**src/design/v3a_pkg.sv**
```systemverilog
// Shared types and constants for the Q-format 3D vector unit.
// No dependencies; imported by every module of the block.
`default_nettype none

package v3a_pkg;

    localparam int V3A_FRAC_BITS = 16;
    // root stages: one result bit each
    localparam int ISQRT_STAGES = 32;
    // divide stages: range check plus one quotient bit each
    localparam int DIV_QBITS = 33;
    localparam int DIV_STAGES = DIV_QBITS + 1;

    typedef enum logic [3:0] {
        OP_ADD   = 4'd0,
        OP_SUB   = 4'd1,
        OP_NEG   = 4'd2,
        OP_SCALE = 4'd3,
        OP_DIV   = 4'd4,
        OP_DOT   = 4'd5,
        OP_CROSS = 4'd6,
        OP_MAG   = 4'd7,
        OP_MAGSQ = 4'd8,
        OP_NORM  = 4'd9
    } op_t;

    localparam logic [1:0] FAULT_NONE = 2'd0;
    localparam logic [1:0] FAULT_DIV0 = 2'd1;
    localparam logic [1:0] FAULT_OVF  = 2'd2;

    // request fields carried beside the root and divide pipelines
    typedef struct packed {
        logic [3:0]       kind;
        logic [2:0][31:0] vec;
        logic [31:0]      scl;
        logic             ovf;
        logic             div0;
        logic [2:0][31:0] amag;
        logic [2:0]       aneg;
        logic [31:0]      smag;
        logic             sneg;
    } side_t;

endpackage

`default_nettype wire

```
**src/design/v3a_isqrt.sv**
```systemverilog
// Pipelined integer square root, one result bit per stage.
// Depends on v3a_pkg for the stage count.
`default_nettype none

module v3a_isqrt (
    input  wire logic        clk,
    input  wire logic        en,
    input  wire logic [63:0] x,
    output logic      [31:0] root
);
    import v3a_pkg::*;

    logic [63:0] x_reg [ISQRT_STAGES];
    logic [63:0] r_reg [ISQRT_STAGES];

    for (genvar k = 0; k < ISQRT_STAGES; k++) begin : g_stage
        logic [63:0] x_in;
        logic [63:0] r_in;
        logic [63:0] bitv;
        logic [64:0] trial;
        logic [63:0] x_next;
        logic [63:0] r_next;

        if (k == 0) begin : g_first
            assign x_in = x;
            assign r_in = '0;
        end
        else begin : g_rest
            assign x_in = x_reg[k-1];
            assign r_in = r_reg[k-1];
        end

        assign bitv  = 64'd1 << (2 * (ISQRT_STAGES - 1 - k));
        assign trial = {1'b0, r_in} + {1'b0, bitv};

        always_comb
        begin
            if ({1'b0, x_in} >= trial)
            begin
                x_next = x_in - trial[63:0];
                r_next = (r_in >> 1) + bitv;
            end
            else
            begin
                x_next = x_in;
                r_next = r_in >> 1;
            end
        end

        always_ff @(posedge clk)
        begin
            if (en)
            begin
                x_reg[k] <= x_next;
                r_reg[k] <= r_next;
            end
        end
    end

    assign root = r_reg[ISQRT_STAGES-1][31:0];

endmodule

`default_nettype wire

```
**config.mk**
```make
export PLATFORM = sky130hd
export DESIGN_NAME = v3a_isqrt
export DESIGN_NICKNAME = d
export VERILOG_FILES = /design/src/design/v3a_pkg.sv /design/src/design/v3a_isqrt.sv
export SDC_FILE = /design/constraint.sdc
export NUM_CORES = 2
export LEC_CHECK = 0
export CAP_MARGIN = 15
export CORE_MARGIN = 10
export CORE_UTILIZATION = 50
export DETAILED_ROUTE_END_ITERATION = 8
export DONT_BUFFER_PORTS = 1
export GPL_TIMING_DRIVEN = 0
export MAX_ROUTING_LAYER = met4
export PLACE_DENSITY_LB_ADDON = 0.15
export SLEW_MARGIN = 0
export SYNTH_ARGS = -nofsm -noshare
export SYNTH_HDL_FRONTEND = slang
export SYNTH_SLANG_ARGS = --single-unit
```
**constraint.sdc**
```tcl
create_clock -name clk -period 4.3 [get_ports clk]
set_clock_uncertainty 0.1 [all_clocks]
set_input_delay 0.645 -clock clk [delete_from_list [all_inputs] [get_ports clk]]
set_output_delay 0.645 -clock clk [all_outputs]
set_load 0.005 [all_outputs]
```
==> results.py <==
metrics = {
    "route": {
        "drt_iter0_drc": 6539,
        "routed_wl_um": 301500,
        "first_pass_iters": 5,
        "routed-wl-met3_um": 14880,
        "wl_met2_um": 142500,
        "vias": 77068,
        "wire_per_inst_um": 22.58,
        "wl_met1_um": 137400,
        "highest_layer": "met4",
        "viasPerCell": 5.772,
        "post-route-drc-count": 0,
        "drtAntennaViolNets": 0,
    },
    "power": {
        "switching_share": 0.2916,
        "seq_power_share": 0.460,
        "p_per_area_mw_per_mm2": 541.0,
        "leakage_nw": 50.45,
        "ir_drop_mv": 0.3710,
        "p_total_mw": 73.19,
        "combPwrFrac": 0.210,
        "intPower_mw": 51.85,
        "clock_power_share": 0.330,
        "power_switching_mw": 21.34,
    },
    "floorplan": {
        "start_util": 0.5041,
        "top_level_ports": 98,
        "dieArea_mm2": 0.2605,
        "fp.coreArea_mm2": 0.2385,
        "fp.dieH_um": 510.4,
        "row_count": 179,
        "fp.dieW_um": 510.4,
    },
    "final_layout": {
        "num-nets-final": 10599,
        "largest_reg_flops": 1984,
        "synthToLayoutAreaGrowth_pct": 12.51,
        "final_cells": 13351,
        "drive_gt1_frac": 0.07024,
    },
    "synth": {
        "synth_edf_count": 2512,
        "synthCells": 9587,
        "synthTopCellsByArea": "edfxtp_1 (63%), ha_1 (5.8%), xnor2_1 (3.4%), xor2_1 (3.0%), a21oi_1 (2.6%)",
        "synth_flop_cell": "edfxtp_1",
        "synth.distinct_cells": 95,
        "seq_area_frac_synth": 0.6273,
        "synth_top_area_frac": 0.6273,
        "async_flop_share": 0,
        "postSynthAreaPerCell_um2": 12.54,
        "yosys.area.top_type": "edfxtp_1",
        "synth_nets": 10211,
        "ys_ff_latch": 2512,
        "synth_warnings": 0,
        "netlist_area_mm2": 0.1202,
    },
    "place": {
        "dpl_worst_slack_ns": -1.128,
        "dp_cells": 12777,
        "io_buffers": 0,
        "place_congestion": 0.9669,
        "place_hpwl_um": 226500,
    },
    "grt": {
        "grt_usage": 0.2336,
        "grt_max_degree": 352,
        "antenna_found_initial": 11,
        "first_global_vias": 75582,
        "overflow": 0,
        "grt_first_pass_wirelength_um": 459000,
    },
    "cts": {
        "clk_pin_slew_ns": 0.06,
        "cts_buffers": 292,
        "clockBufferDepth": 4,
        "htreeDepth": 5,
        "root_buffer": "clkbuf_16",
        "clock_latency_ns": 0.92,
        "clock_sinks": 2512,
        "cts_tree": "done",
    },
    "critical_path": {
        "crit_required_ns": 4.80,
        "cp_max_fo": 10,
        "crit_arrival_ns": 4.81,
        "cp-start-kind": "register",
        "slowest_stage": "or4_1",
        "crit_chain": "or4_1, or4_1, nor4_1, o21ai_0, a31o_2, a41oi_2, clkbuf_4, clkbuf_2, nand2_1, o21ai_0",
        "critPathKind": "register to register",
        "end_kind": "register",
        "slowest_delay_ns": 0.63,
    },
    "timing": {
        "worst_pin_slew_ns": 1.438,
        "relSlewSlack": 0.04131,
        "setup_violations": 1,
        "post-route-min-period_ns": 4.311,
        "drv_slew": 0,
        "fin_tns_setup_ns": -0.01055,
        "max_freq_mhz": 232.0,
        "worst_slack_ns": -0.01055,
        "timing.hold.ws_ns": 0.07329,
        "fin_crit_sh": 1.002,
        "finalHoldViolCount": 0,
    },
    "flow_run": {
        "maxCapViolations": 0,
    },
    "status": {
        "violations": "setup timing",
        "run_status": "complete, but fails checks",
    },
    "min_path": {
        "hp-class": "input pin to register",
    },
}
[per-layer routing]
layer | GRT usage | vias to the layer above
li1 | - | 36695
met3 | 0.03141 | 436
met2 | 0.3722 | 1963
met4 | 0.05310 | 0
met5 | - | -
met1 | 0.3216 | 37974
[cells in the mapped netlist, types with 69 or more instances]
| library cell | instances |
|---|---|
| nand2b_1 | 100 |
| inv_1 | 697 |
| nor4_1 | 356 |
| mux2_2 | 69 |
| o21ai_0 | 393 |
| or4_1 | 84 |
| nand2_1 | 624 |
| nor3_1 | 258 |
| nor2_1 | 632 |
| xor2_1 | 417 |
| nand4_1 | 168 |
| a21o_1 | 219 |
| ha_1 | 558 |
| nand3_1 | 168 |
| o21a_1 | 81 |
| a21oi_1 | 634 |
| nor2b_1 | 80 |
| xnor2_1 | 467 |
| or3_1 | 88 |
| clkbuf_1 | 172 |
| edfxtp_1 | 2512 |
[repair_timing]
action                                  CTS  global route
pin swaps                                 3             9
hold buffers                             66             0
cloned                                    0             0
resized for setup                        68            88
endpoints found under the hold margin    65             0
buffers inserted                          4             9
endpoints found under the setup margin  384           423
[critical path, delay by kind of cell, from the launching register on]
family / cells / cell delay [ns]
buffers and inverters: 2 / 0.72
DFF: 1 / 0.51
AOI/OAI and AO/OA: 4 / 1.12
and+or+nand+nor: 4 / 1.57
[power by group through the flow]
stage / Sequential [mW] / Clock, mW / Combinational [mW]
2_1_floorplan: 32.9 / 0 / 11.0
4_1_cts: 33.7 / 24.8 / 15.2
5_1_grt: 34.0 / 25.8 / 17.1
3_5_place_dp: 34.2 / 0 / 14.9
6_report: 33.7 / 24.2 / 15.4
3_3_place_gp: 34.2 / 0 / 14.4
[path summary, 6_finish.rpt]
check | start | endpoint | slack [ns] | cells past startpoint
setup reg to reg | x_reg[1][628] | x_reg[1][657] | -0.01 | 10
setup / recovery | x_reg[1][628] | x_reg[1][657] | -0.01 | 10
hold / removal | x[58] | r_reg[0][62] | 0.07 | 3
hold reg to reg | r_reg[1][861] | r_reg[1][924] | 0.31 | 0
[final cells by class]
cell class | count | area, µm²
Clock inverter | 162 | 1689
Fill cell | 19622 | 103200
Sequential cell | 2512 | 75430
Buffer | 177 | 728.2
Multi-Input combinational cell | 6184 | 42020
Tap cell | 3167 | 3963
Clock buffer | 337 | 7604
Inverter | 704 | 2650
Timing Repair Buffer | 104 | 1189
Antenna cell | 4 | 10.01
[cells in the final DEF, fill, tap and decap left out, types with 25 or more instances in the layout]
cell type / instances
and3_1: 42
mux2_2: 69
nor2b_1: 79
o21a_1: 81
nand2_1: 623
o211ai_1: 25
nor2_1: 628
xnor2_1: 467
o31ai_1: 35
clkbuf_2: 31
a21o_1: 219
o21ai_0: 389
nand2b_1: 100
nand3b_1: 33
edfxtp_1: 2512
dlygate4sd3_1: 66
a211oi_1: 38
clkinv_2: 38
a21oi_1: 630
nor4b_1: 37
ha_1: 558
and2_1: 39
inv_1: 697
nand3_1: 165
o21bai_1: 64
clkinv_1: 60
nor3_1: 250
nor4_1: 332
clkbuf_1: 167
clkbuf_16: 298
xor2_1: 417
bufinv_16: 33
or4_1: 82
a31oi_1: 42
or3_1: 87
nand4_1: 168
or2_2: 33
o21ai_1: 58
[metrics by stage]
| stage | utilization | area [µm²] |
|---|---|---|
| floorplan | - | 120200 |
| global placement | 0.5208 | 124200 |
| detailed placement | 0.5224 | 124600 |
| CTS | 0.5654 | 134900 |
| global route | 0.5672 | 135300 |
| finish | 0.5672 | 135300 |
[kinds of logic (layout without fill, tap and decap cells)]
family	Yosys count	after routing	synth area share
xor gates and xnor gates	884	884	0.06439
DFF	2512	2512	0.6273
adders and majority gates	558	558	0.05806
and+or+nand+nor	2844	2844	0.1215
buffers and inverters	891	1484	0.02788
other	0	4	0
muxes	99	99	0.009104
AOI/OAI and AO/OA	1799	1799	0.09173
Note: power is estimated with default switching activity, not from simulation.
